--- src/hdl/prpd_pkg.sv ---
`timescale 1ns / 1ps
// ----------------------------------------------------------------------------
// prpd_pkg
// Shared types, constants and pixel merge functions of the PCX plane decoder.
// ----------------------------------------------------------------------------
package prpd_pkg;

  localparam logic [7:0] RUN_MARK      = 8'hc0;
  localparam logic [5:0] RUN_MASK      = 6'h3f;
  localparam logic [7:0] ONE_BIT_WHITE = 8'd255;
  localparam int         RGB_SHIFT2    = 16;
  localparam int         BYTE_BITS     = 8;

  localparam int GROUP_W  = 64;
  localparam int COUNT_W  = 4;
  localparam int BYTE_W   = 8;
  localparam int PLANE_W  = 2;   // plane index, 0 to 3
  localparam int PLANES_W = 3;   // plane count, 1 to 4
  localparam int RUN_W    = 6;
  localparam int ADDR_W   = 4;
  localparam int DATA_W   = 32;
  localparam int BPP_W    = 4;
  localparam int BPL_W    = 13;

  typedef enum logic [1:0] {
    REG_BPP    = 2'd0,
    REG_PLANES = 2'd1,
    REG_BPL    = 2'd2
  } reg_idx_t;

  typedef enum logic [1:0] {
    BPP_1,
    BPP_2,
    BPP_4,
    BPP_8
  } bpp_t;

  // Effective configuration as seen by the datapath.
  typedef struct packed {
    bpp_t                bpp;
    logic [PLANES_W-1:0] planes;
    logic                rgb;
    logic                mono;
  } cfg_t;

  // One decode step handed from the sequencer to the merge stage.
  typedef struct packed {
    logic [BYTE_W-1:0]  value;
    logic [PLANE_W-1:0] plane;
    logic               store_wr;
    logic               emit;
    logic               lend;
    logic               last;
  } item_t;

  function automatic logic [COUNT_W-1:0] group_count(input bpp_t bpp, input logic rgb);
    logic [COUNT_W-1:0] c;
    c = 4'd1;
    if (!rgb) begin
      unique case (bpp)
        BPP_1: c = 4'd8;
        BPP_2: c = 4'd4;
        BPP_4: c = 4'd2;
        BPP_8: c = 4'd1;
      endcase
    end
    return c;
  endfunction

  // Merges the plane bytes of one byte position, MSB-first, leftmost pixel low.
  // Planes beyond the plane count must arrive as zero.
  function automatic logic [GROUP_W-1:0] merge_group(input logic [3:0][7:0] b,
                                                     input bpp_t bpp,
                                                     input logic mono);
    logic [GROUP_W-1:0] g;
    logic [7:0]         pix;
    g   = '0;
    pix = '0;
    unique case (bpp)
      BPP_8: g[7:0] = b[0];
      BPP_4: begin
        for (int k = 0; k < 2; k++) begin
          pix = '0;
          for (int p = 0; p < 2; p++) pix[p*4 +: 4] = b[p][(1-k)*4 +: 4];
          g[k*8 +: 8] = pix;
        end
      end
      BPP_2: begin
        for (int k = 0; k < 4; k++) begin
          pix = '0;
          for (int p = 0; p < 4; p++) pix[p*2 +: 2] = b[p][(3-k)*2 +: 2];
          g[k*8 +: 8] = pix;
        end
      end
      BPP_1: begin
        for (int k = 0; k < 8; k++) begin
          pix = '0;
          for (int p = 0; p < 4; p++) pix[p] = b[p][7-k];
          if (mono && pix == 8'd1) pix = ONE_BIT_WHITE;
          g[k*8 +: 8] = pix;
        end
      end
    endcase
    return g;
  endfunction

endpackage

--- src/hdl/prpd_pack.sv ---
`timescale 1ns / 1ps
// ----------------------------------------------------------------------------
// prpd_pack
// Merge stage: plane row write-back with forwarding, pixel packing, output.
// ----------------------------------------------------------------------------
module prpd_pack #(
  parameter int MAX_BYTES_PER_LINE = 4096,
  parameter int MAX_PLANES         = 4
) (
  input  logic                                clk,
  input  logic                                rst_n,
  input  prpd_pkg::cfg_t                      cfg,
  input  logic                                iss_valid,
  input  prpd_pkg::item_t                     iss,
  input  logic [((MAX_BYTES_PER_LINE > 1) ? $clog2(MAX_BYTES_PER_LINE) : 1)-1:0] iss_idx,
  output logic                                iss_ok,
  input  logic [((MAX_PLANES > 1) ? MAX_PLANES - 1 : 1)*8-1:0] rd_data,
  output logic                                wr_en,
  output logic [((MAX_BYTES_PER_LINE > 1) ? $clog2(MAX_BYTES_PER_LINE) : 1)-1:0] wr_addr,
  output logic [((MAX_PLANES > 1) ? MAX_PLANES - 1 : 1)*8-1:0] wr_data,
  output logic                                out_tvalid,
  input  logic                                out_tready,
  output logic [prpd_pkg::GROUP_W+prpd_pkg::COUNT_W+3:0] out_tdata,
  output logic                                out_tuser,
  output logic                                out_tlast
);
  import prpd_pkg::*;

  localparam int IDX_W = (MAX_BYTES_PER_LINE > 1) ? $clog2(MAX_BYTES_PER_LINE) : 1;
  localparam int LANES = (MAX_PLANES > 1) ? MAX_PLANES - 1 : 1;
  localparam int ROW_W = LANES * 8;
  localparam int TD_W  = GROUP_W + COUNT_W + 4;

  logic               s2_v_r;
  item_t              s2_r;
  logic [IDX_W-1:0]   s2_idx_r;
  logic               s2_hit_r;
  logic [ROW_W-1:0]   s2_fwd_r;

  logic               out_valid_r;
  logic [TD_W-1:0]    out_data_r;
  logic               out_lend_r;
  logic               out_last_r;

  logic               s2_move;
  logic [ROW_W-1:0]   row;
  logic [31:0]        row_ext;
  logic [31:0]        wr_ext;
  logic [3:0][7:0]    b;
  logic [GROUP_W-1:0] group;
  logic [COUNT_W-1:0] count;

  assign s2_move = s2_v_r && (!s2_r.emit || !out_valid_r || out_tready);
  assign iss_ok  = !s2_v_r || s2_move;

  // A row written in the cycle of its read comes from the forward register.
  assign row     = s2_hit_r ? s2_fwd_r : rd_data;
  assign row_ext = 32'(row);

  always_comb begin
    for (int p = 0; p < 4; p++) begin
      if (PLANE_W'(p) == s2_r.plane) begin
        b[p] = s2_r.value;
      end else if (3'(p) < cfg.planes) begin
        b[p] = row_ext[p*8 +: 8];
      end else begin
        b[p] = '0;
      end
    end
    if (cfg.rgb) begin
      group = {40'd0, s2_r.value, row_ext[15:0]};
    end else begin
      group = merge_group(b, cfg.bpp, cfg.mono);
    end
    count  = group_count(cfg.bpp, cfg.rgb);
    wr_ext = row_ext;
    wr_ext[s2_r.plane*8 +: 8] = s2_r.value;
  end

  assign wr_en   = s2_v_r && s2_r.store_wr;
  assign wr_addr = s2_idx_r;
  assign wr_data = ROW_W'(wr_ext);

  always_ff @(posedge clk) begin
    if (!rst_n) begin
      s2_v_r      <= 1'b0;
      out_valid_r <= 1'b0;
    end else begin
      if (iss_ok) begin
        s2_v_r <= iss_valid;
      end
      if (s2_move && s2_r.emit) begin
        out_valid_r <= 1'b1;
      end else if (out_tready) begin
        out_valid_r <= 1'b0;
      end
    end
  end

  always_ff @(posedge clk) begin
    if (iss_valid && iss_ok) begin
      s2_r     <= iss;
      s2_idx_r <= iss_idx;
      s2_hit_r <= wr_en && (wr_addr == iss_idx);
      s2_fwd_r <= wr_data;
    end
    if (s2_move && s2_r.emit) begin
      out_data_r <= {4'd0, count, group};
      out_lend_r <= s2_r.lend;
      out_last_r <= s2_r.last;
    end
  end

  assign out_tvalid = out_valid_r;
  assign out_tdata  = out_data_r;
  assign out_tuser  = out_lend_r;
  assign out_tlast  = out_last_r;

  a_write_moves: assert property (@(posedge clk) disable iff (!rst_n)
    wr_en |-> s2_move)
    else $error("plane row write from a stalled merge stage");

endmodule

--- config.mk ---
export PLATFORM = sky130hd
export DESIGN_NAME = prpd_pack
export DESIGN_NICKNAME = d
export VERILOG_FILES = /design/src/hdl/prpd_pkg.sv /design/src/hdl/prpd_pack.sv
export SDC_FILE = /design/constraint.sdc
export NUM_CORES = 1
export LEC_CHECK = 0
export BUFFER_PORTS_ARGS = -buffer_cell sky130_fd_sc_hd__clkbuf_2
export CORE_MARGIN = 2
export CORE_UTILIZATION = 57
export DETAILED_ROUTE_END_ITERATION = 7
export PLACE_DENSITY = 0.95
export SLEW_MARGIN = 25
export SYNTH_ARGS = -nofsm -noshare
export SYNTH_HDL_FRONTEND = slang
export SYNTH_SLANG_ARGS = --single-unit
--- constraint.sdc ---
create_clock -name clk -period 6.5 [get_ports clk]
set_clock_uncertainty 0.2 [all_clocks]
set_input_delay 0.65 -clock clk [delete_from_list [all_inputs] [get_ports clk]]
set_output_delay 0.65 -clock clk [all_outputs]
set_load 0.01 [all_outputs]
==> impl_metrics.env <==
export IMPL_ant_nets=0
export IMPL_die_height_um=107
export IMPL_die_w_um=107
export IMPL_global_route_overflow_total=0
export IMPL_fill_cells=765
export IMPL_dp_hpwl_mm=12.2
export IMPL_required_ns=5.65
export IMPL_synth_flop_cell="sky130_fd_sc_hd__edfxtp_1"
export IMPL_postCtsResizedCells=0
export IMPL_crit_path_max_fanout=18
export IMPL_count_of_flip_flops_with_a_built_in_enable_after_synthesis=109
export IMPL_grt_max_degree=59
export IMPL_io_buffers=169
export IMPL_worst_slew_margin_rel=0.287
export IMPL_layout_drive_gt1_share=0.332
export IMPL_finalMaxSlewViolations=0
export IMPL_ys_types=71
export IMPL_grt_pass1_wl_mm=25.8
export IMPL_wl_mm=16.7
export IMPL_power_ir_vdd_worst_v=0.000153
export IMPL_layout_min_cycle_time_ns=4.56
export IMPL_register_area_um2=3310
export IMPL_ctsRootBufferMaster="sky130_fd_sc_hd__clkbuf_8"
export IMPL_grt_pass1_vias=4814
export IMPL_clock_fmax_ghz=0.219
export IMPL_postCtsSetupBuffers=0
export IMPL_min_from="iss[8]"
export IMPL_num_antenna_cells=0
export IMPL_final_period_utilization=0.701
export IMPL_rr_worst_depth=6
export IMPL_io_pins=174
export IMPL_area_taken_by_multi_input_logic_gates_um2=2340
export IMPL_timing_final_setup_violations=0
export IMPL_clk_pin_slew_ns=0.10
export IMPL_ff2ff_setup_slack_ns=2.98
export IMPL_cts_tree="built"
export IMPL_synthArstFlopShare=0
export IMPL_weighted_congestion_at_the_end_of_routability_driven_global_placement=0.941
export IMPL_holdPathStages=1
export IMPL_cp_arrival_ns=3.71
export IMPL_worst_r2r_startpoint="s2_r[4]"
export IMPL_holdCritPathClass="primary input to flip-flop"
export IMPL_initial_util=0.584
export IMPL_finalNetCount=732
export IMPL_slew_at_the_pin_closest_to_its_max_slew_limit_ns=1.07
export IMPL_first_iter_violations=494
export IMPL_maximum_count_of_clock_buffers_along_a_single_path=2
export IMPL_syn_area_um2=6000
export IMPL_detail_route_vias_per_cell=6.22
export IMPL_critPathCaptureType="output pin"
export IMPL_rsz0062_at_grt="no"
export IMPL_cts_buffers_inserted=9
export IMPL_post_synth_cell_area_avg_um2=11.4
export IMPL_routedWlPerCell_um=20.8
export IMPL_power_density_nw_per_um2=221
export IMPL_layoutNonFillerInstCount=805
export IMPL_worst_skew_pair_late_latency_ns=0.38
export IMPL_setup_worst_path_start_class="flip-flop"
export IMPL_route_vias_total=5011
export IMPL_core_area_um2=10300
export IMPL_clock_sink_total=111
export IMPL_timing_rr_end="s2_fwd_r[7]"
export IMPL_synthesis_yosys_warnings=0
export IMPL_dr_pass1_iters=6
export IMPL_leakage_uw=0.00275
export IMPL_postSynthRegisterBits=111
export IMPL_fin_tns_setup_ns=0
export IMPL_die_area_um2=11400
export IMPL_placed_cells_incl_taps=789
export IMPL_cts_htree_levels=3
export IMPL_min_delay_worst_endpoint="s2_r[8]"
export IMPL_std_cell_rows=37
export IMPL_outcome="complete, no violations"
export IMPL_synth_cells=528
export IMPL_part_of_the_yosys_area_used_for_sequential_elements=0.552
export IMPL_post_route_drc_count=0
export IMPL_syn2layout_area_growth_pct=16.0
export IMPL_cts_hold_repair_buffers=0
export IMPL_maxCapViolCount=0
export IMPL_groute_usage_overall=0.301
export IMPL_worst_setup_path_type="flip-flop to output pin"
export IMPL_power_uw=1540
export IMPL_grt_antenna_before_repair=0
export IMPL_hold_viol_final=0
[critical path: stages, from the launching register on]
cell	delay [ns]
sky130_fd_sc_hd__edfxtp_1	0.50
sky130_fd_sc_hd__inv_1	0.19
sky130_fd_sc_hd__ha_1	0.64
sky130_fd_sc_hd__clkinv_1	0.47
sky130_fd_sc_hd__nor4b_2	1.02
sky130_fd_sc_hd__nand2_1	0.14
sky130_fd_sc_hd__o21ai_0	0.17
sky130_fd_sc_hd__clkbuf_2	0.19
[synthesized netlist by cell type (all sizes together), types with 2 or more instances]
cell type  count  area share
dfxtp          2      0.0067
or3            2      0.0021
nor4           4       0.012
o31a           4      0.0058
nand4          3      0.0031
nor3           4      0.0042
a221o          3      0.0050
o221ai         2      0.0029
a211oi         9       0.015
mux2           5      0.0094
a31oi          7      0.0073
a221oi         3      0.0044
buf           30       0.039
a21oi         27       0.023
nand2b         6      0.0063
nand2         63       0.041
and3           3      0.0031
o31ai         10       0.016
inv           15      0.0094
and4           3      0.0044
mux2i         23       0.044
o22ai         11       0.011
nor4b          2      0.0050
a22o           2      0.0029
nor2          42       0.027
a2bb2oi        2      0.0029
o21ai         42       0.036
ha             7       0.015
edfxtp       109        0.55
nor2b          6      0.0063
xnor2         12       0.018
clkinv         3      0.0019
o211ai         3      0.0046
clkbuf        20       0.013
nand3         15       0.013
a211o          9       0.013
[layout by cell type (no fill, tap or decap), types with 4 or more instances in the layout]
cell,count
sky130_fd_sc_hd__clkbuf_2,169
sky130_fd_sc_hd__edfxtp_1,109
sky130_fd_sc_hd__nand2_1,62
sky130_fd_sc_hd__nor2_1,40
sky130_fd_sc_hd__o21ai_0,34
sky130_fd_sc_hd__a21oi_1,27
sky130_fd_sc_hd__mux2i_1,18
sky130_fd_sc_hd__inv_1,14
sky130_fd_sc_hd__nand3_1,14
sky130_fd_sc_hd__xnor2_1,12
sky130_fd_sc_hd__o22ai_1,11
sky130_fd_sc_hd__a211o_1,9
sky130_fd_sc_hd__clkbuf_8,9
sky130_fd_sc_hd__o31ai_1,8
sky130_fd_sc_hd__ha_1,7
sky130_fd_sc_hd__nor2b_1,6
sky130_fd_sc_hd__o21ai_1,6
sky130_fd_sc_hd__nand2b_1,6
sky130_fd_sc_hd__a31oi_1,6
sky130_fd_sc_hd__a211oi_1,5
sky130_fd_sc_hd__clkinv_1,4
sky130_fd_sc_hd__a211oi_2,4
sky130_fd_sc_hd__mux2_2,4
sky130_fd_sc_hd__o31a_1,4
sky130_fd_sc_hd__conb_1,4
[stage by stage]
step	hold slack (ns)	setup slack [ns]	instance area, um^2	util
floorplan	0.200	2.48	6010	-
global placement	0.202	2.65	6760	0.658
detailed placement	0.206	2.44	6760	0.658
CTS	0.230	2.02	6960	0.677
global route	0.221	1.81	6960	0.677
finish	0.233	1.94	6960	0.677
[power breakdown]
| part | total [uW] | switching (uW) | internal (uW) |
|---|---|---|---|
| Sequential | 850 | 23.9 | 826 |
| Clock | 418 | 238 | 179 |
| Combinational | 272 | 176 | 96.6 |
| Total | 1540 | 438 | 1100 |
[logic make-up after synthesis]
| kind of cell | Yosys count | share of synthesized area |
|---|---|---|
| xor gates and xnor gates | 12 | 0.0175 |
| buffers and inverters | 68 | 0.0628 |
| adders and majority gates | 7 | 0.0146 |
| and+or+nand+nor | 156 | 0.132 |
| DFF | 111 | 0.552 |
| AOI/OAI and AO/OA | 145 | 0.167 |
| other | 1 | 0.000625 |
| muxes | 28 | 0.0538 |
[registers in the layout (all words and copies together), names as in the netlist]
name        count
out_tuser       1
s2_fwd_r       24
out_tlast       1
s2_r           14
out_tdata      56
out_tvalid      1
s2_hit_r        1
s2_v_r          1
wr_addr        12
[layout make-up]
type / instances / area share
well taps: 136 / 0.0245
clock inverters: 7 / 0.0101
inverters: 18 / 0.00971
flip-flops and latches: 111 / 0.476
clock buffers: 9 / 0.0178
multi-input cells: 352 / 0.337
repair buffers: 172 / 0.125
[metal layers]
metal  global-route usage  vias up  share of wire
li1                     -     2223              -
met1                0.393     2377           0.39
met2                0.471      350           0.47
met3               0.0821       61           0.10
met4                0.135        0          0.034
met5                    0        -              0
[worst max-delay path by stage]
stage | slack, ns | depth (start not counted) | to | from
3_3_place_gp | 2.65 | 7 | wr_data[2] | s2_r[4]
3_5_place_dp | 2.44 | 7 | wr_data[7] | s2_r[4]
2_1_floorplan | 2.48 | 2 | s2_fwd_r[0] | out_tready
5_1_grt | 1.81 | 7 | wr_data[5] | s2_r[4]
4_1_cts | 2.02 | 7 | wr_data[7] | s2_r[4]
6_report | 1.94 | 7 | wr_data[7] | s2_r[4]
Note: power is estimated with default switching activity, not from simulation.
