`src/hdl/prpd_ram.sv`:
```
`timescale 1ns / 1ps
// ----------------------------------------------------------------------------
// prpd_ram
// Generic single-write, single-read synchronous RAM with registered read.
// ----------------------------------------------------------------------------
module prpd_ram #(
  parameter int WIDTH = 8,
  parameter int DEPTH = 16
) (
  input  logic                                     clk,
  input  logic                                     wr_en,
  input  logic [((DEPTH > 1) ? $clog2(DEPTH) : 1)-1:0] wr_addr,
  input  logic [WIDTH-1:0]                         wr_data,
  input  logic                                     rd_en,
  input  logic [((DEPTH > 1) ? $clog2(DEPTH) : 1)-1:0] rd_addr,
  output logic [WIDTH-1:0]                         rd_data
);

  logic [WIDTH-1:0] mem [DEPTH];
  logic [WIDTH-1:0] rd_data_r;

  always_ff @(posedge clk) begin
    if (wr_en) begin
      mem[wr_addr] <= wr_data;
    end
    if (rd_en) begin
      rd_data_r <= mem[rd_addr];
    end
  end

  assign rd_data = rd_data_r;

endmodule

```
`config.mk`:
```
export PLATFORM = sky130hd
export DESIGN_NAME = prpd_ram
export DESIGN_NICKNAME = d
export VERILOG_FILES = /design/src/hdl/prpd_ram.sv
export SDC_FILE = /design/constraint.sdc
export NUM_CORES = 1
export LEC_CHECK = 0
export BUFFER_PORTS_ARGS = -buffer_cell sky130_fd_sc_hd__buf_2
export CAP_MARGIN = 20
export CORE_UTILIZATION = 60
export CTS_CLUSTER_SIZE = 40
export DETAILED_ROUTE_END_ITERATION = 10
export HOLD_SLACK_MARGIN = 0.03
export PLACE_DENSITY_LB_ADDON = 0.05
export SYNTH_ARGS = -nofsm -noshare
export SYNTH_HDL_FRONTEND = slang
export SYNTH_SLANG_ARGS = --single-unit
```
`constraint.sdc`:
```
create_clock -name clk -period 1.9 [get_ports clk]
set_input_delay 0.095 -clock clk [delete_from_list [all_inputs] [get_ports clk]]
set_output_delay 0.095 -clock clk [all_outputs]
set_load 0.01 [all_outputs]
```
==> results of run 1 <==
[final cells by class]
type / count / area [um2]
clock buffers: 19 / 422
clock inverters: 12 / 178
fillers: 462 / 2070
multi-input cells: 83 / 1060
flip-flops and latches: 136 / 4080
well taps: 105 / 131
repair buffers: 57 / 398
[per-layer routing]
layer	global-route usage [%]	up-vias	wire, um
li1	-	1113	-
met3	6.86	9	620
met5	0	-	0
met4	6.94	0	78
met1	35.3	1296	4200
met2	37.9	90	5010
[sequential cells by signal (all words and copies together), names as in the netlist]
register / flops
rd_data: 8
mem: 128
[logic make-up (layout without fill, tap and decap cells)]
| logic type | after synthesis | in the layout | synth area share [%] |
|---|---|---|---|
| compound gates | 16 | 16 | 2.30 |
| buf+inv | 10 | 88 | 1.65 |
| simple gates | 35 | 35 | 3.14 |
| flops | 136 | 136 | 78.1 |
| mux | 32 | 32 | 14.8 |
[placed cells by master, fill, tap and decap left out]
cell type      instances
and2b_1                1
edfxtp_1             136
a22oi_1               16
nor3_1                 4
buf_2                 26
clkinv_1               1
and2_1                 1
nand3b_1               2
mux4_2                18
clkbuf_1               2
bufinv_16              4
nor2b_1                1
buf_4                 21
nand2_1                9
clkbuf_16             16
mux4_1                14
clkinvlp_4             3
buf_12                 1
clkinv_2               1
nand2b_1               2
dlygate4sd3_1          9
clkbuf_8               1
or3b_2                 1
clkinv_4               3
nor2_1                13
nand3_1                1
[timing repair]
item	in CTS	in global routing
hold buffers	9	0
endpoints found under the hold margin	136	0
resized for setup	0	0
[stage by stage]
stage / cell area, um2 / power (W) / util (%) / hold slack, ps / instances
final: 6270 / 0.00700 / 75.2 / 141 / 412
after global routing: 6270 / 0.00720 / 75.2 / 140 / 412
after CTS: 6270 / 0.00704 / 75.2 / 108 / 412
after detailed placement: 5580 / 0.00377 / 66.9 / 481 / 372
after global placement: 5580 / 0.00377 / 66.9 / 482 / 372
after floorplan: 5230 / 0.00363 / - / 194 / 229
[worst max-delay path, delay by kind of cell (launching register included)]
kind	cells	cell delay (ps)
AOI/OAI and AO/OA	1	280
DFF	1	370
and+or+nand+nor	1	160
muxes	1	480
[worst paths after layout]
check / startpoint / to / slack [ps] / cells past startpoint
worst max-delay path: mem[10][0] / rd_data[0] / 350 / 3
worst min-delay path: wr_addr[3] / mem[10][0] / 140 / 3
worst max register to register: mem[10][0] / rd_data[0] / 350 / 3
worst min register to register: mem[14][4] / rd_data[4] / 760 / 3
[report_power, final]
group	internal [W]	switching, W
clock	0.00212	0.00115
combinational	0.000146	0.000182
sequential	0.00338	0.0000188
==> run_results.csv, run 1 <==
group,metric,value,unit
global_routing,grt_max_degree,27,
detailed_routing,viasPerCell,6.09,
run,maxCapViolCount,0,
sta,drv_slew,0,
logic_synthesis,syn_nets,248,
die,core-area,0.00834,mm2
global_routing,grt_usage,24.7,%
detailed_routing,wl,9910,um
sta,min_period,1550,ps
logic_synthesis,synth_seq_area_share,78.1,%
die,die_w,95.3,um
placed_design,numPortBuffers,26,
clocking,clockRootBuffer,"clkbuf_8",
logic_synthesis,synth_edf_count,136,
detailed_routing,dr_total_vias,2508,
setup_path,cp_slowest_cell,"mux4_2",
final_layout,area_growth_syn_to_layout,19.9,%
logic_synthesis,ys_ff_latch,136,
detailed_routing,drc,0,
status,status,"complete, no violations",
final_layout,nNetsFinal,314,
sta,finalWorstSetupSlack,347,ps
placed_design,dpl.hpwl,6000,um
global_routing,first_global_vias,2549,
die,dieArea,0.00909,mm2
logic_synthesis,synth_top_area_share,78.1,%
setup_path,cp-end-kind,"flop",
placed_design,place_congestion,0.736,
clocking,cts_tree,"done",
detailed_routing,firstDrtPassIters,4,
die,io-pin-count,27,
logic_synthesis,synth_area,0.00523,mm2
die,start_util,62.7,%
setup_path,cp.arrival,1780,ps
logic_synthesis,yosysWarnings,0,
setup_path,critPathMaxStageDelay,480,ps
die,num_rows,33,
setup_path,crit_path_cell_trace,"mux4_2 -> a22oi_1 -> nand2_1",
pwr,p_per_area,1120,mW/mm2
logic_synthesis,synthTopCellsByArea,"edfxtp_1, mux4_2, mux4_1, a22oi_1, nor2_1",
setup_path,critPathLaunchType,"flop",
pwr,cellLeakagePower,2.15,nW
final_layout,drive_above_1_share,30.9,%
logic_synthesis,synthCells,229,
setup_path,required,2130,ps
clocking,clk_latency,500,ps
sta,fin_crit_sh,81.8,%
global_routing,grt_pass1_wl,14800,um
sta,tightest_slew,441,ps
sta,finalSetupViolations,0,
sta,setup_tns,0,ps
global_routing,antenna_found_initial,0,
final_layout,antenna_cells,0,
clocking,numCtsBuffers,17,
detailed_routing,drt-initial-drc-count,181,
logic_synthesis,synth_area_per_cell,22.8,um2
setup_path,crit_fanout,1,
logic_synthesis,synth.top_cells.by_count,"edfxtp_1, mux4_2, a22oi_1",
setup_path,crit_type,"reg2reg",
logic_synthesis,synthDistinctLibCells,18,
logic_synthesis,yosysMostFrequentCell,"edfxtp_1",
die,dieHeight,95.3,um
clocking,cts_setup_buffers,0,
sta,final.setup_skew,8.01,ps
min_path,hp-class,"in2reg",
clocking,clock_path_buffers,2,
clocking,clk_pin_slew,60,ps
sta,finalHoldViolCount,0,
global_routing,grt_overflow,0,
sta,rsz0062_at_grt,"false",
logic_synthesis,yosysTopAreaCell,"edfxtp_1",
sta,timing.fmax,644,MHz
clocking,htree_levels,4,
pwr,peakVddDrop,0.798,mV
detailed_routing,ant_nets,0,
logic_synthesis,async_flop_share,0,%
detailed_routing,wl_per_cell,24.0,um
placed_design,pre_cts_ws,264,ps
sta,slew-limit-headroom,70.6,%
clocking,cts_num_sinks,136,
logic_synthesis,ys.flop_type,"edfxtp_1",
Note: power is estimated with default switching activity, not from simulation.
==> run 2, diff against run 1 <==
==> constraint.sdc (replaced) <==
create_clock -name clk -period 1.5 [get_ports clk]
set_input_delay 0.075 -clock clk [delete_from_list [all_inputs] [get_ports clk]]
set_output_delay 0.075 -clock clk [all_outputs]
set_load 0.01 [all_outputs]
==> run 2 against run 1 <==
Effect of this change:
- largest cell class unchanged
- wire length down 0.34%
- highest routed layer unchanged
- critical path depth is the same
- worst hold slack got worse by 13 ps
- non-clock buffer count up 3
- first-iteration DRC count grew 9.4%
- clock skew shrank 0.61 ps
- global-route usage decreased by 0.58 points
==> run_results.csv, run 2 (synthesis gave the netlist of run 1 again) <==
group,metric,value,unit
sta,setup_tns,0,ps
global_routing,grt_usage,24.1,%
clocking,numCtsBuffers,17,
pwr,cellLeakagePower,2.19,nW
final_layout,area_growth_syn_to_layout,21.8,%
run,maxCapViolCount,0,
setup_path,crit_start,"mem[3][7]",
sta,drv_slew,0,
pwr,p_per_area,1450,mW/mm2
die,num_rows,33,
setup_path,cp.arrival,1740,ps
clocking,htree_levels,4,
die,dieArea,0.00909,mm2
die,start_util,62.7,%
setup_path,cp_slowest_cell,"mux4_2",
setup_path,r2r_start,"mem[3][7]",
global_routing,antenna_found_initial,0,
placed_design,place_congestion,0.732,
min_path,whs_endpoint,"mem[4][0]",
setup_path,path_buf_inv,0,
setup_path,critPathLaunchType,"flop",
clocking,cts_tree,"done",
pwr,peakVddDrop,1.07,mV
min_path,whs_path_depth,3,
setup_path,crit_path_cell_trace,"mux4_2 -> a22oi_2 -> nand2_1",
min_path,hp-class,"in2reg",
final_layout,nNetsFinal,317,
sta,finalWorstSetupSlack,19.5,ps
final_layout,regMostFlops,"mem",
detailed_routing,dr_total_vias,2518,
setup_path,r2r_cells,3,
clocking,cts_setup_buffers,0,
die,io-pin-count,27,
detailed_routing,wl,9870,um
sta,finalHoldViolCount,0,
setup_path,cp-end-kind,"flop",
clocking,clk_pin_slew,60,ps
final_layout,final_cells,415,
global_routing,grt_pass1_wl,14400,um
die,core-area,0.00834,mm2
setup_path,required,1760,ps
sta,tightest_slew,441,ps
clocking,cts_num_sinks,136,
final_layout,largest_reg_flops,128,
detailed_routing,viasPerCell,6.07,
die,die_w,95.3,um
placed_design,numPortBuffers,26,
setup_path,reg2reg_slack,20,ps
detailed_routing,ant_nets,0,
sta,timing.fmax,675,MHz
global_routing,grt_overflow,0,
final_layout,antenna_cells,0,
min_path,min_from,"wr_addr[1]",
setup_path,r2r_end,"rd_data[7]",
final_layout,layout_commonest_cell,"edfxtp_1",
sta,slew-limit-headroom,70.6,%
sta,finalSetupViolations,0,
sta,rsz0062_at_grt,"false",
placed_design,dp.cells,375,
detailed_routing,firstDrtPassIters,4,
setup_path,critPathMaxStageDelay,500,ps
clocking,clk_latency,520,ps
final_layout,drive_above_1_share,34.5,%
global_routing,first_global_vias,2506,
setup_path,crit_type,"reg2reg",
die,dieHeight,95.3,um
placed_design,dpl_cell_area,0.00562,mm2
sta,final.setup_skew,7.40,ps
sta,fin_crit_sh,98.7,%
final_layout,most-common-layout-cells,"edfxtp_1, buf_2, buf_4",
final_layout,final_util,76.4,%
detailed_routing,drt-initial-drc-count,198,
clocking,clockRootBuffer,"clkbuf_8",
status,status,"complete, no violations",
clocking,clock_path_buffers,2,
setup_path,cp_top_family,"multiplexers",
placed_design,dpl.hpwl,5950,um
detailed_routing,wl_per_cell,23.8,um
final_layout,finalInstanceArea,0.00637,mm2
detailed_routing,drc,0,
placed_design,pre_cts_ws,-113,ps
global_routing,grt_max_degree,25,
setup_path,crit_fanout,1,
sta,min_period,1480,ps
final_layout,fillCellCount,472,
run 2: cell types whose count changed in the layout (fill, tap and decap cells not counted), sizes merged:
cell	before	now
buf	48	51
bufinv	4	6
clkinvlp	3	1
clkbuf	19	18
inv	0	1
run 2: area by class of cell:
type	instances	area [um2]	share of cell area, %
multi-input cells	83	1080	16.9
clock buffers	18	418	6.56
clock inverters	13	226	3.56
well taps	105	131	2.06
repair buffers	60	433	6.80
flip-flops and latches	136	4080	64.1
run 2: how the worst max path moves through the flow:
stage / endpoint / slack [ps] / cells past startpoint
2_1_floorplan: rd_data[1] / 140 / 5
3_3_place_gp: rd_data[5] / -100 / 6
3_5_place_dp: rd_data[5] / -110 / 6
4_1_cts: rd_data[5] / 7 / 3
5_1_grt: rd_data[5] / 1 / 3
6_report: rd_data[7] / 20 / 3
run 2: where the power goes:
part / leakage, nW / internal [W] / switching [W]
sequential: 1.24 / 0.00428 / 0.0000226
combinational: 0.641 / 0.000197 / 0.000237
clock: 0.310 / 0.00302 / 0.00148
run 2: layer usage:
layer	global-route usage (%)	vias to the layer above	part of all wire (%)
li1	-	1115	-
met3	5.58	25	5.6
met4	11.5	0	2.1
met2	37.0	93	49
met5	0	-	0
met1	33.2	1285	43
run 2: worst min-delay path: stages:
cell,delay (ps)
buf_2,160
nor3_1,90
buf_4,160
run 2: per-stage QoR:
stage | total power, W | hold WS, ps
after floorplan | 0.00460 | 174
after global placement | 0.00477 | 450
after detailed placement | 0.00479 | 460
after CTS | 0.00925 | 112
after global routing | 0.00945 | 125
final | 0.00923 | 128
run 2: what timing repair did:
item	4_1_cts	5_1_grt
setup endpoints to repair	3	4
pin swaps	0	1
hold endpoints to repair	136	0
cloned	0	0
hold buffers	9	0
resized for setup	3	5
==> run 3, diff against run 2 <==
--- a/config.mk
+++ b/config.mk
@@ -5,6 +5,7 @@
 export SDC_FILE = /design/constraint.sdc
 export NUM_CORES = 1
 export LEC_CHECK = 0
+export ABC_AREA = 1
 export BUFFER_PORTS_ARGS = -buffer_cell sky130_fd_sc_hd__buf_2
 export CAP_MARGIN = 20
 export CORE_UTILIZATION = 60
==> run 3 against run 2 <==
Effect of this change:
- die area rose by 12%
- synthesized cell count up 140%
- global-route usage grew 3.3 points
- critical path type unchanged
==> run_results.csv, run 3 <==
group,metric,value,unit
status,status,"complete, no violations",
clocking,htree_levels,4,
detailed_routing,firstDrtPassIters,6,
logic_synthesis,synth_area_per_cell,10.6,um2
pwr,p_int,0.00701,W
global_routing,grt-busiest-layer,"met2",
pwr,p_seq_share,48.1,%
die,io-pin-count,27,
clocking,clockRootBuffer,"clkbuf_8",
die,start_util,62.7,%
placed_design,dpl_cell_area,0.00619,mm2
min_path,hp-class,"in2reg",
global_routing,grt_max_degree,52,
final_layout,fillCellCount,676,
setup_path,crit_fanout,1,
clocking,cts_resized,0,
final_layout,layout_commonest_cell,"nand2_1",
final_layout,regMostFlops,"mem",
clocking,clk_latency,520,ps
logic_synthesis,synthDistinctLibCells,11,
sta,finalWorstSetupSlack,320,ps
clocking,clock_path_buffers,2,
final_layout,nNetsFinal,625,
logic_synthesis,ys.flop_type,"edfxtp_1",
global_routing,met3_usage,7.07,%
final_layout,final_util,73.8,%
pwr,clockPowerShare,45.8,%
setup_path,required,1770,ps
pwr,cellLeakagePower,2.99,nW
setup_path,crit_type,"reg2reg",
logic_synthesis,ys_ff_latch,136,
clocking,numCtsBuffers,17,
pwr,p_per_area,1300,mW/mm2
sta,min_period,1180,ps
sta,slew-limit-headroom,59.4,%
logic_synthesis,synth_seq_area_share,69.8,%
sta,finalHoldViolCount,0,
final_layout,finalInstanceArea,0.00688,mm2
pwr,pwr-share-comb,6.1,%
pwr,power.total,0.00895,W
die,die_w,101,um
logic_synthesis,synthCells,551,
die,dieHeight,101,um
logic_synthesis,yosysTopAreaCell,"edfxtp_1",
run,maxCapViolCount,0,
logic_synthesis,synth_area,0.00585,mm2
die,dieArea,0.0101,mm2
clocking,cts_setup_buffers,0,
logic_synthesis,yosysWarnings,0,
clocking,cts_num_sinks,136,
final_layout,antenna_cells,0,
sta,fin_crit_sh,78.7,%
clocking,cts_tree,"done",
final_layout,largest_reg_flops,128,
sta,setup_tns,0,ps
detailed_routing,dr_total_vias,3894,
sta,drv_slew,0,
sta,final.setup_skew,10.3,ps
detailed_routing,viasPerCell,5.21,
detailed_routing,drt-initial-drc-count,353,
pwr,swShare,21.7,%
die,core-area,0.00933,mm2
detailed_routing,drc,0,
sta,finalSetupViolations,0,
logic_synthesis,synth_edf_count,136,
setup_path,critPathLaunchType,"flop",
sta,timing.fmax,847,MHz
logic_synthesis,synth.top_cells.by_count,"nand2_1, edfxtp_1, inv_1",
logic_synthesis,syn_nets,570,
setup_path,cp-end-kind,"flop",
global_routing,use_met1,37.1,%
clocking,clk_pin_slew,60,ps
global_routing,grt_usage,27.5,%
placed_design,numPortBuffers,26,
pwr,p_sw,0.00194,W
logic_synthesis,synthTopCellsByArea,"edfxtp_1, nand2_1, nand3_1, inv_1, buf_6",
detailed_routing,wl_per_cell,16.8,um
setup_path,cp.arrival,1450,ps
logic_synthesis,yosysMostFrequentCell,"nand2_1",
detailed_routing,wl,12500,um
final_layout,most-common-layout-cells,"nand2_1, edfxtp_1, inv_1",
global_routing,use_met2,42.6,%
die,num_rows,35,
global_routing,grt_pass1_wl,19600,um
global_routing,antenna_found_initial,0,
detailed_routing,ant_nets,0,
placed_design,dpl.hpwl,7560,um
logic_synthesis,async_flop_share,0,%
placed_design,pre_cts_ws,176,ps
logic_synthesis,synth_top_area_share,69.8,%
final_layout,area_growth_syn_to_layout,17.7,%
placed_design,place_congestion,0.852,
global_routing,first_global_vias,3775,
pwr,peakVddDrop,0.792,mV
sta,rsz0062_at_grt,"false",
final_layout,drive_above_1_share,13.2,%
global_routing,grt_overflow,0,
sta,tightest_slew,608,ps
## run 3: cell count changes after synthesis, moves of 2 or more
cell | before | now
a22oi_1 | 16 | 0
buf_2 | 3 | 13
buf_4 | 1 | 4
buf_6 | 3 | 6
clkdlybuf4s25_2 | 3 | 0
inv_1 | 0 | 100
inv_2 | 0 | 2
mux4_1 | 14 | 0
mux4_2 | 18 | 0
nand2_1 | 9 | 173
nand2b_1 | 2 | 0
nand3_1 | 1 | 97
nor2_1 | 13 | 17
nor3_1 | 4 | 0
## run 3: kinds of logic after synthesis
family,count (synthesis),synth area share [%]
simple gates,289,20.8
flops,136,69.8
buf+inv,126,9.39
## run 3: final cells by class
class                           count  area (um2)  share of cell area [%]
Sequential cell                   136        4080                    59.4
Timing Repair Buffer               60         448                    6.51
Clock inverter                     13         169                    2.45
Clock buffer                       19         422                    6.13
Inverter                          102         383                    5.56
Multi-Input combinational cell    289        1210                    17.6
Tap cell                          129         161                    2.35
## run 3: through the flow
stage | hold WS (ps) | cells
3_5_place_dp | 459 | 706
2_1_floorplan | 174 | 551
3_3_place_gp | 451 | 706
4_1_cts | 68.9 | 748
6_report | 103 | 748
5_1_grt | 109 | 748
## run 3: final timing paths
check | cells after the start | slack [ps] | startpoint | to
setup / recovery | 6 | 320 | mem[5][0] | rd_data[0]
hold / removal | 4 | 100 | rd_addr[2] | rd_data[1]
setup reg to reg | 6 | 320 | mem[5][0] | rd_data[0]
hold reg to reg | 6 | 750 | mem[12][1] | rd_data[1]
## run 3: worst max-delay path, stage by stage, from the launching register on
cell and delay, ps:
edfxtp_1 350, inv_1 60, nand2_1 40, nand3_1 110
nand3_1 140, nand3_1 170, nand2_1 70
## run 3: layer usage
metal  vias to the layer above  share of wire (%)
li1                       1890                  -
met1                      1788                 42
met2                       186                 47
met3                        30                8.8
met4                         0                3.0
met5                         -                  0
## run 3: repair_timing
action	CTS	global route
hold endpoints to repair	141	0
setup endpoints to repair	0	0
hold buffers	10	0
## run 3: power by group through the flow
stage               logic, W  registers (W)  clock network (W)
floorplan           0.000300        0.00439                  0
global placement    0.000515        0.00438                  0
detailed placement  0.000523        0.00439                  0
CTS                 0.000548        0.00431            0.00413
global route        0.000604        0.00431            0.00431
finish              0.000548        0.00431            0.00410
