<file path="src/hdl/prpd_pkg.sv">
`timescale 1ns / 1ps
// ----------------------------------------------------------------------------
// prpd_pkg
// Shared types, constants and pixel merge functions of the PCX plane decoder.
// ----------------------------------------------------------------------------
package prpd_pkg;

  localparam logic [7:0] RUN_MARK      = 8'hc0;
  localparam logic [5:0] RUN_MASK      = 6'h3f;
  localparam logic [7:0] ONE_BIT_WHITE = 8'd255;
  localparam int         RGB_SHIFT2    = 16;
  localparam int         BYTE_BITS     = 8;

  localparam int GROUP_W  = 64;
  localparam int COUNT_W  = 4;
  localparam int BYTE_W   = 8;
  localparam int PLANE_W  = 2;   // plane index, 0 to 3
  localparam int PLANES_W = 3;   // plane count, 1 to 4
  localparam int RUN_W    = 6;
  localparam int ADDR_W   = 4;
  localparam int DATA_W   = 32;
  localparam int BPP_W    = 4;
  localparam int BPL_W    = 13;

  typedef enum logic [1:0] {
    REG_BPP    = 2'd0,
    REG_PLANES = 2'd1,
    REG_BPL    = 2'd2
  } reg_idx_t;

  typedef enum logic [1:0] {
    BPP_1,
    BPP_2,
    BPP_4,
    BPP_8
  } bpp_t;

  // Effective configuration as seen by the datapath.
  typedef struct packed {
    bpp_t                bpp;
    logic [PLANES_W-1:0] planes;
    logic                rgb;
    logic                mono;
  } cfg_t;

  // One decode step handed from the sequencer to the merge stage.
  typedef struct packed {
    logic [BYTE_W-1:0]  value;
    logic [PLANE_W-1:0] plane;
    logic               store_wr;
    logic               emit;
    logic               lend;
    logic               last;
  } item_t;

  function automatic logic [COUNT_W-1:0] group_count(input bpp_t bpp, input logic rgb);
    logic [COUNT_W-1:0] c;
    c = 4'd1;
    if (!rgb) begin
      unique case (bpp)
        BPP_1: c = 4'd8;
        BPP_2: c = 4'd4;
        BPP_4: c = 4'd2;
        BPP_8: c = 4'd1;
      endcase
    end
    return c;
  endfunction

  // Merges the plane bytes of one byte position, MSB-first, leftmost pixel low.
  // Planes beyond the plane count must arrive as zero.
  function automatic logic [GROUP_W-1:0] merge_group(input logic [3:0][7:0] b,
                                                     input bpp_t bpp,
                                                     input logic mono);
    logic [GROUP_W-1:0] g;
    logic [7:0]         pix;
    g   = '0;
    pix = '0;
    unique case (bpp)
      BPP_8: g[7:0] = b[0];
      BPP_4: begin
        for (int k = 0; k < 2; k++) begin
          pix = '0;
          for (int p = 0; p < 2; p++) pix[p*4 +: 4] = b[p][(1-k)*4 +: 4];
          g[k*8 +: 8] = pix;
        end
      end
      BPP_2: begin
        for (int k = 0; k < 4; k++) begin
          pix = '0;
          for (int p = 0; p < 4; p++) pix[p*2 +: 2] = b[p][(3-k)*2 +: 2];
          g[k*8 +: 8] = pix;
        end
      end
      BPP_1: begin
        for (int k = 0; k < 8; k++) begin
          pix = '0;
          for (int p = 0; p < 4; p++) pix[p] = b[p][7-k];
          if (mono && pix == 8'd1) pix = ONE_BIT_WHITE;
          g[k*8 +: 8] = pix;
        end
      end
    endcase
    return g;
  endfunction

endpackage

</file>
<file path="src/hdl/prpd_cfg.sv">
`timescale 1ns / 1ps
// ----------------------------------------------------------------------------
// prpd_cfg
// Configuration registers behind the APB-style port, with effective values.
// ----------------------------------------------------------------------------
module prpd_cfg #(
  parameter int MAX_BYTES_PER_LINE = 4096,
  parameter int MAX_PLANES         = 4
) (
  input  logic                                  clk,
  input  logic                                  rst_n,
  input  logic                                  cfg_psel,
  input  logic                                  cfg_penable,
  input  logic                                  cfg_pwrite,
  input  logic [prpd_pkg::ADDR_W-1:0]           cfg_paddr,
  input  logic [prpd_pkg::DATA_W-1:0]           cfg_pwdata,
  output logic [prpd_pkg::DATA_W-1:0]           cfg_prdata,
  output logic                                  cfg_pready,
  output logic                                  cfg_wr,
  output prpd_pkg::cfg_t                        cfg,
  output logic [$clog2(MAX_BYTES_PER_LINE+1)-1:0] bpl
);
  import prpd_pkg::*;

  localparam int BPLE_W = $clog2(MAX_BYTES_PER_LINE + 1);

  logic [BPP_W-1:0]    bpp_r;
  logic [PLANES_W-1:0] planes_r;
  logic [BPL_W-1:0]    bpl_r;
  reg_idx_t            idx;
  logic [PLANES_W-1:0] planes_eff;

  assign cfg_pready = 1'b1;
  assign idx        = reg_idx_t'(cfg_paddr[ADDR_W-1:2]);
  assign cfg_wr     = cfg_psel && cfg_penable && cfg_pwrite && cfg_pready;

  always_ff @(posedge clk) begin
    if (!rst_n) begin
      bpp_r    <= 4'd8;
      planes_r <= 3'd1;
      bpl_r    <= 13'd1;
    end else if (cfg_wr) begin
      unique case (idx)
        REG_BPP:    bpp_r    <= cfg_pwdata[BPP_W-1:0];
        REG_PLANES: planes_r <= cfg_pwdata[PLANES_W-1:0];
        REG_BPL:    bpl_r    <= cfg_pwdata[BPL_W-1:0];
        default:    ;
      endcase
    end
  end

  always_comb begin
    unique case (idx)
      REG_BPP:    cfg_prdata = DATA_W'(bpp_r);
      REG_PLANES: cfg_prdata = DATA_W'(planes_r);
      REG_BPL:    cfg_prdata = DATA_W'(bpl_r);
      default:    cfg_prdata = '0;
    endcase
  end

  // Out-of-range plane counts and line lengths are clamped.
  always_comb begin
    if (planes_r == '0) begin
      planes_eff = 3'd1;
    end else if (32'(planes_r) > 32'(MAX_PLANES)) begin
      planes_eff = PLANES_W'(MAX_PLANES);
    end else begin
      planes_eff = planes_r;
    end

    if (bpl_r == '0) begin
      bpl = BPLE_W'(1);
    end else if (32'(bpl_r) > 32'(MAX_BYTES_PER_LINE)) begin
      bpl = BPLE_W'(MAX_BYTES_PER_LINE);
    end else begin
      bpl = BPLE_W'(bpl_r);
    end

    cfg.planes = planes_eff;
    cfg.rgb    = (planes_eff == 3'd3);
    if (cfg.rgb) begin
      cfg.bpp = BPP_8;
    end else begin
      unique case (bpp_r)
        4'd1:    cfg.bpp = BPP_1;
        4'd2:    cfg.bpp = BPP_2;
        4'd4:    cfg.bpp = BPP_4;
        default: cfg.bpp = BPP_8;
      endcase
    end
    cfg.mono = (cfg.bpp == BPP_1) && (planes_eff == 3'd1);
  end

endmodule

</file>
<file path="config.mk">
export PLATFORM = sky130hd
export DESIGN_NAME = prpd_cfg
export DESIGN_NICKNAME = d
export VERILOG_FILES = /design/src/hdl/prpd_pkg.sv /design/src/hdl/prpd_cfg.sv
export SDC_FILE = /design/constraint.sdc
export NUM_CORES = 1
export LEC_CHECK = 0
export BUFFER_PORTS_ARGS = -buffer_cell sky130_fd_sc_hd__clkbuf_2
export CAP_MARGIN = 25
export CORE_MARGIN = 2
export CORE_UTILIZATION = 40
export DETAILED_ROUTE_END_ITERATION = 8
export PLACE_DENSITY = 0.79
export SLEW_MARGIN = 20
export SYNTH_ARGS = -nofsm -noshare
export SYNTH_HDL_FRONTEND = slang
export SYNTH_SLANG_ARGS = --single-unit
</file>
<file path="constraint.sdc">
create_clock -name clk -period 2.1 [get_ports clk]
set_input_delay 0.105 -clock clk [delete_from_list [all_inputs] [get_ports clk]]
set_output_delay 0.105 -clock clk [all_outputs]
set_load 0.02 [all_outputs]
</file>
==> qor.yml, run 1 <==
status: "completed"
yosys_warnings: 0
floorplan.initialDensity: 0.4268
yosys-top-cells-count: "nand2_1, mux2i_1, buf_4"
hold_violations: 0
cts-buffers-inserted: 3
cp_cell_sequence: "nor4_1 > a31oi_1 > nor2_1 > clkbuf_2"
crit_required_ns: 2.00
cp-start-kind: "flop"
path_class: "reg -> out"
rsz0062_at_grt: "no"
grt_pass1_wl_um: 4015
h-tree-depth: 1
fp.dieW_um: 61.31
min_from: "cfg_pwdata[9]"
drtIter0Drc: 26
routed_via_density: 4.423
synth_area_leaders: "dfxtp_1, mux2i_1, buf_4"
grt_pass1_vias: 895
tightestPinTransition_ns: 0.6177
syn_inst: 163
power.density_mw_per_mm2: 477.3
io_pins: 95
yosysTopAreaCellShare: 0.3048
synth_edf_count: 0
cts_buffer_depth: 2
drive_gt1_frac: 0.2967
num-nets-final: 251
seq_area_frac_synth: 0.3048
wl_um: 2652
ys_types: 25
synth_seq_cells: 20
antenna_left: 0
relSlewSlack: 0.5882
period_share: 0.7189
area_growth_pct: 17.62
netlist_area_mm2: 0.001314
setup_ws_ns: 0.5904
maxCapViolCount: 0
wire_per_inst_um: 10.48
cts_sinks: 20
cpPeakStageDelay_ns: 0.36
yosysMostFrequentCell: "nand2_1"
startpoint: "bpl_r[1]"
synthArstFlopShare: 0
skew_ns: 0
worst_setup_path_end_kind: "output pin"
r2r_slack_ns: 1.18
cts_setup_buffers: 0
power_uw: 737.5
grt-ovfl-total: 0
setup_tns_ns: 0
period_minus_slack_ns: 1.510
synth_ff_type: "dfxtp_1"
clk-insertion-delay-late_ns: 0.30
cts-hold-fix-buffers: 0
reg2reg_from: "bpl_r[12]"
ir_drop_mv: 0.2732
postSynthAreaPerCell_um2: 8.060
grt_max_degree: 36
hp-class: "in -> reg"
vias: 1119
setup_viol: 0
cpMaxStageDelayCell: "dfxtp_1"
cellLeakagePower_nw: 0.7541
worstPathMaxFanout: 4
die_area_mm2: 0.003759
drt_pre_antenna_iters: 4
antenna_found_initial: 0
core_mm2: 0.003078
cts.clk_slew.worst_paths_ns: 0.12
clockRootBuffer: "clkbuf_4"
grt_usage: 0.1436
fin_util: 0.5020
drv_slew: 0
synth_area_leader_cell: "dfxtp_1"
max_freq_mhz: 662.4
place_ws_ns: 0.6900
drc: 0
cts_resized: 0
row_count: 20
die_h_um: 61.31
gp_congestion: 0.7823
cp_data_arrival_time_ns: 1.40
portBuffers: 53
cts_tree: "done"
antenna_cells: 0
-- state kept, by name, indices dropped and copies added, names as in the netlist --
signal,flops
bpl_r,13
bpp_r,4
planes_r,3
-- power breakdown --
group | switching [mW] | internal, mW | total [mW]
clock | 0.120 | 0.106 | 0.226
combinational | 0.0836 | 0.0378 | 0.121
sequential | 0.00616 | 0.384 | 0.390
-- placed cells by master (no fill, tap or decap), types with 3 or more instances in the layout --
cell and instances:
mux2i_1 24, and2_1 9, clkbuf_4 3, inv_1 3, clkbuf_2 53, o21ai_0 3
nand2_1 35, conb_1 20, nor2b_1 19, nor2_1 4, dfxtp_1 20
-- logic make-up (layout without fill, tap and decap cells) --
family                 after synthesis  in the layout  synth area share
AND/OR/NAND/NOR                     77             77            0.3124
buffers and inverters               33             61            0.1610
multiplexers                        24             24            0.1829
flip-flops                          20             20            0.3048
AO/OA/AOI/OAI                        5              5           0.02000
other                                2             20          0.005716
XOR/XNOR                             2              2           0.01334
-- per-layer routing --
metal  GRT usage  wire, µm  vias to the layer above
li1            -         -                      575
met1      0.2092      1232                      499
met2      0.2188      1242                       43
met3    0.006303       150                        2
met4     0.06522        27                        0
met5           0         0                        -
-- layout make-up --
cell class                      count  area (µm²)
Inverter                            3       11.26
Multi-Input combinational cell    128       769.5
Fill cell                         331        1533
Timing Repair Buffer               54       272.8
Clock buffer                        4       36.28
Tap cell                           44       55.05
Sequential cell                    20       400.4
-- critical path: cells and delay by family, from the launching register on --
| kind | cells | cell delay [ns] |
|---|---|---|
| buffers and inverters | 1 | 0.19 |
| DFF | 1 | 0.36 |
| and+or+nand+nor | 2 | 0.44 |
| AOI/OAI and AO/OA | 1 | 0.12 |
-- worst paths after layout --
kind / endpoint / cells past startpoint
worst max-delay path: bpl[0] / 4
worst min register to register: bpl_r[8] / 2
worst max register to register: bpl_r[12] / 2
worst min-delay path: bpl_r[9] / 3
-- per-stage QoR --
stage,cell area [µm²],instances,hold WS [ns]
floorplan,1381,181,0.2471
global placement,1509,249,0.3376
detailed placement,1509,249,0.3438
CTS,1545,253,0.008328
global route,1545,253,0.01036
finish,1545,253,0.02234
No activity file was read; power rests on OpenSTA's default activity.
==> run 2: changes to the inputs <==
Settings changed: CORE_UTILIZATION 40 to 37, PLACE_DENSITY 0.79 to 0.77.
Clock period 2.1 ns to 1.21 ns, I/O delays scaled along.
==> qor.yml, run 2 (synthesis gave the netlist of run 1 again) <==
row_count: 21
maxCapViolCount: 0
power.density_mw_per_mm2: 703.7
max_freq_mhz: 734.7
grt_usage: 0.1556
comb_power_share: 0.201
floorplan.initialDensity: 0.3906
die_area_mm2: 0.004043
io_pins: 95
vias: 1214
routed_via_density: 4.447
drtIter0Drc: 28
fp.dieW_um: 63.59
period_share: 1.125
violations: "negative setup slack"
hold_violations: 0
antenna_found_initial: 0
switching_power_uw: 386.5
cellLeakagePower_nw: 0.8846
wire_per_inst_um: 11.33
cp_data_arrival_time_ns: 1.30
die_h_um: 63.59
skew_ns: 0
portBuffers: 53
cts-buffers-inserted: 3
layout_common_cells: "clkbuf_2, nand2_1, mux2i_1"
largest_reg_flops: 13
num-nets-final: 269
antenna_cells: 0
power_mw: 1.333
drc: 0
dpl.hpwl_um: 2236
cts.clk_slew.worst_paths_ns: 0.12
status: "finished with violations"
ir_drop_mv: 0.2924
core_mm2: 0.003363
hp-class: "in -> reg"
p_int_uw: 946.5
area_growth_pct: 44.19
crit_required_ns: 1.15
setup_ws_ns: -0.1512
grt-ovfl-total: 0
gp_congestion: 0.8228
path_class: "reg -> out"
reg.largest.list: "bpl_r: 13 flops, bpp_r: 4 flops, planes_r: 3 flops"
grt_pass1_wl_um: 5106
largest-register: "bpl_r"
drive_gt1_frac: 0.4141
antenna_left: 0
h-tree-depth: 1
drv_slew: 0
rsz0062_at_grt: "yes"
cp-start-kind: "flop"
switching_share: 0.2900
clockRootBuffer: "clkbuf_4"
grt_max_degree: 29
fin_util: 0.5632
worstPathMaxFanout: 4
cts_sinks: 20
clock_power_share: 0.300
clk-insertion-delay-late_ns: 0.31
cts_tree: "done"
period_minus_slack_ns: 1.361
cts_buffer_depth: 2
grt_pass1_vias: 1160
wl_um: 3094
drt_pre_antenna_iters: 4
worst_setup_path_end_kind: "output pin"
setup_viol: 4
power_frac_seq: 0.500
layout_commonest_cell: "clkbuf_2"
run 2: power by group through the flow:
stage | clock network, mW | registers [mW] | logic [mW]
floorplan | 0 | 0.688 | 0.210
global placement | 0 | 0.690 | 0.226
detailed placement | 0 | 0.691 | 0.229
CTS | 0.400 | 0.673 | 0.261
global route | 0.424 | 0.668 | 0.292
finish | 0.399 | 0.666 | 0.268
run 2: worst paths after layout:
kind	from	cells past startpoint	slack, ns	end
setup reg to reg	bpl_r[12]	3	0.47	bpl_r[12]
setup / recovery	bpl_r[4]	4	-0.15	bpl[0]
hold / removal	cfg_pwdata[3]	3	0.01	bpl_r[3]
hold reg to reg	bpl_r[10]	2	0.49	bpl_r[10]
run 2: stage by stage:
step,cell area (µm²),instances,hold slack [ns],setup WS (ns),TNS (ns)
after floorplan,1381,181,0.2026,0.07051,0
after CTS,1792,272,0.02050,-0.1784,-0.2672
final,1894,273,0.01274,-0.1512,-0.2416
after detailed placement,1574,256,0.3027,0.1352,0
after global routing,1894,273,0.04411,-0.3166,-0.6314
after global placement,1574,256,0.2924,0.1369,0
run 2: layout make-up:
class | instances | area [µm²]
Fill cell | 313 | 1469
Sequential cell | 20 | 436.7
Clock buffer | 4 | 36.28
Inverter | 3 | 11.26
Multi-Input combinational cell | 128 | 842.1
Timing Repair Buffer | 72 | 510.5
Tap cell | 46 | 57.56
run 2: repair_timing:
| item | in CTS | in global routing |
|---|---|---|
| endpoints found under the setup margin | 9 | 18 |
| endpoints found under the hold margin | 10 | 0 |
| hold buffers | 10 | 0 |
| gates resized for setup | 30 | 41 |
| setup buffers | 2 | 1 |
| pin swaps | 4 | 10 |
run 2: routing by layer:
metal / global-route usage / share of wire / wire, µm
met1: 0.1904 / 0.42 / 1298
met2: 0.2750 / 0.51 / 1579
met3: 0.01071 / 0.048 / 149
met4: 0.07337 / 0.022 / 67
met5: 0 / 0 / 0
run 2: worst max-delay path: stages, from the launching register on:
cell	delay, ns
dfxtp_2	0.36
nor4_4	0.26
a31oi_1	0.11
nor2_1	0.12
buf_4	0.15
==> run 3: changes to the inputs <==
--- a/config.mk
+++ b/config.mk
@@ -8,4 +8,5 @@
 export BUFFER_PORTS_ARGS = -buffer_cell sky130_fd_sc_hd__clkbuf_2
 export CAP_MARGIN = 25
+export CORE_ASPECT_RATIO = 1.75
 export CORE_MARGIN = 2
 export CORE_UTILIZATION = 37
==> constraint.sdc (replaced) <==
create_clock -name clk -period 1.21 [get_ports clk]
set_input_delay 0.1815 -clock clk [delete_from_list [all_inputs] [get_ports clk]]
set_output_delay 0.1815 -clock clk [all_outputs]
set_load 0.02 [all_outputs]
==> qor.yml, run 3 (synthesis gave the netlist of run 1 again) <==
maxCapViolCount: 0
cts_sinks: 20
reg.largest.list: "bpl_r: 13 flops, bpp_r: 4 flops, planes_r: 3 flops"
violations: "negative setup slack"
layout_commonest_cell: "nand2_1"
rsz0062_at_grt: "yes"
layoutNonFillerInstCount: 267
worst_setup_path_end_kind: "output pin"
grt_pass1_vias: 1205
grt_pass1_wl_um: 5388
nFillCells: 316
vias: 1194
cp-start-kind: "flop"
floorplan.initialDensity: 0.3866
largest_reg_flops: 13
routed_via_density: 4.472
hp-class: "in -> reg"
cellLeakagePower_nw: 0.8958
dpl.hpwl_um: 2381
path_class: "reg -> out"
clockRootBuffer: "clkbuf_8"
cts_buffer_depth: 2
drt_pre_antenna_iters: 4
grt_usage: 0.1694
skew_ns: 0
drc: 0
cts.clk_slew.worst_paths_ns: 0.07
cpPeakStageDelay_ns: 0.34
status: "finished with violations"
row_count: 28
cts-hold-fix-buffers: 0
cp_data_arrival_time_ns: 1.25
wire_per_inst_um: 12.58
hold_violations: 0
die_h_um: 82.83
grt-ovfl-total: 0
crit_required_ns: 1.03
num-nets-final: 265
setup_viol: 10
cpMaxStageDelayCell: "dfxtp_2"
grt_max_degree: 20
period_minus_slack_ns: 1.428
layout_common_cells: "nand2_1, clkbuf_2, mux2i_1"
drive_gt1_frac: 0.4730
area_growth_pct: 50.76
io_pins: 95
cts_tree: "done"
max_freq_mhz: 700.1
antenna_cells: 0
drtIter0Drc: 15
fp.dieW_um: 49.05
die_area_mm2: 0.004062
largest-register: "bpl_r"
dp.cells: 261
antenna_found_initial: 0
portBuffers: 53
cts-buffers-inserted: 3
clk-insertion-delay-late_ns: 0.25
core_mm2: 0.003398
wl_um: 3360
ir_drop_mv: 0.6704
whs_ns: 0.1398
drv_slew: 0
gp_congestion: 0.7310
power.density_mw_per_mm2: 686.1
period_share: 1.180
setup_ws_ns: -0.2183
h-tree-depth: 1
antenna_left: 0
worstPathMaxFanout: 2
cp_cell_sequence: "nor4_4 > a31oi_1 > nor2_1 > buf_4"
[run 3: final timing paths]
path,end,cells past startpoint,from,slack (ns)
hold / removal,bpl_r[12],3,cfg_pwdata[12],0.14
setup / recovery,bpl[0],4,bpl_r[4],-0.22
hold reg to reg,bpl_r[10],2,bpl_r[10],0.49
setup reg to reg,bpl_r[12],3,bpl_r[12],0.43
[run 3: routing by layer]
layer / wire, µm / up-vias / global-route usage
met1: 1148 / 544 / 0.1633
met5: 0 / - / 0
met2: 2011 / 45 / 0.3400
met3: 141 / 5 / 0.02338
met4: 58 / 0 / 0.07013
li1: - / 600 / -
[run 3: stage by stage]
step / power (mW) / setup TNS (ns) / worst slack (ns) / util / cell area [µm²]
finish: 1.359 / -0.5345 / -0.2183 / 0.5828 / 1981
CTS: 1.367 / -0.8345 / -0.2364 / 0.5493 / 1867
floorplan: 0.8980 / 0 / 0.07032 / - / 1384
global placement: 0.9272 / 0 / 0.04358 / 0.4805 / 1633
detailed placement: 0.9307 / 0 / 0.0008680 / 0.4805 / 1633
global route: 1.415 / -1.127 / -0.2863 / 0.5828 / 1981
[run 3: repair_timing]
item | CTS | global route
buffers inserted | 4 | 0
pin swaps | 5 | 9
setup endpoints to repair | 19 | 23
gates resized for setup | 56 | 55
[run 3: power breakdown]
group          switching (mW)  internal (mW)  leakage [nW]  total, mW
sequential             0.0112          0.656         0.168      0.667
combinational           0.161          0.105         0.706      0.266
clock                   0.205          0.221        0.0216      0.426
[run 3: layout make-up]
cell class              instances  area [µm²]  share of cell area
clock buffers                   3       41.29             0.02085
flip-flops and latches         20       434.2              0.2192
multi-input cells             128       877.1              0.4428
repair buffers                 68       558.0              0.2817
well taps                      45       56.30             0.02843
inverters                       3       13.76            0.006949
[run 3: worst max-delay path, delay by kind of cell (launching register included)]
| family | cells | cell delay, ns |
|---|---|---|
| compound gates | 1 | 0.11 |
| buf+inv | 1 | 0.15 |
| simple gates | 2 | 0.38 |
| flops | 1 | 0.34 |
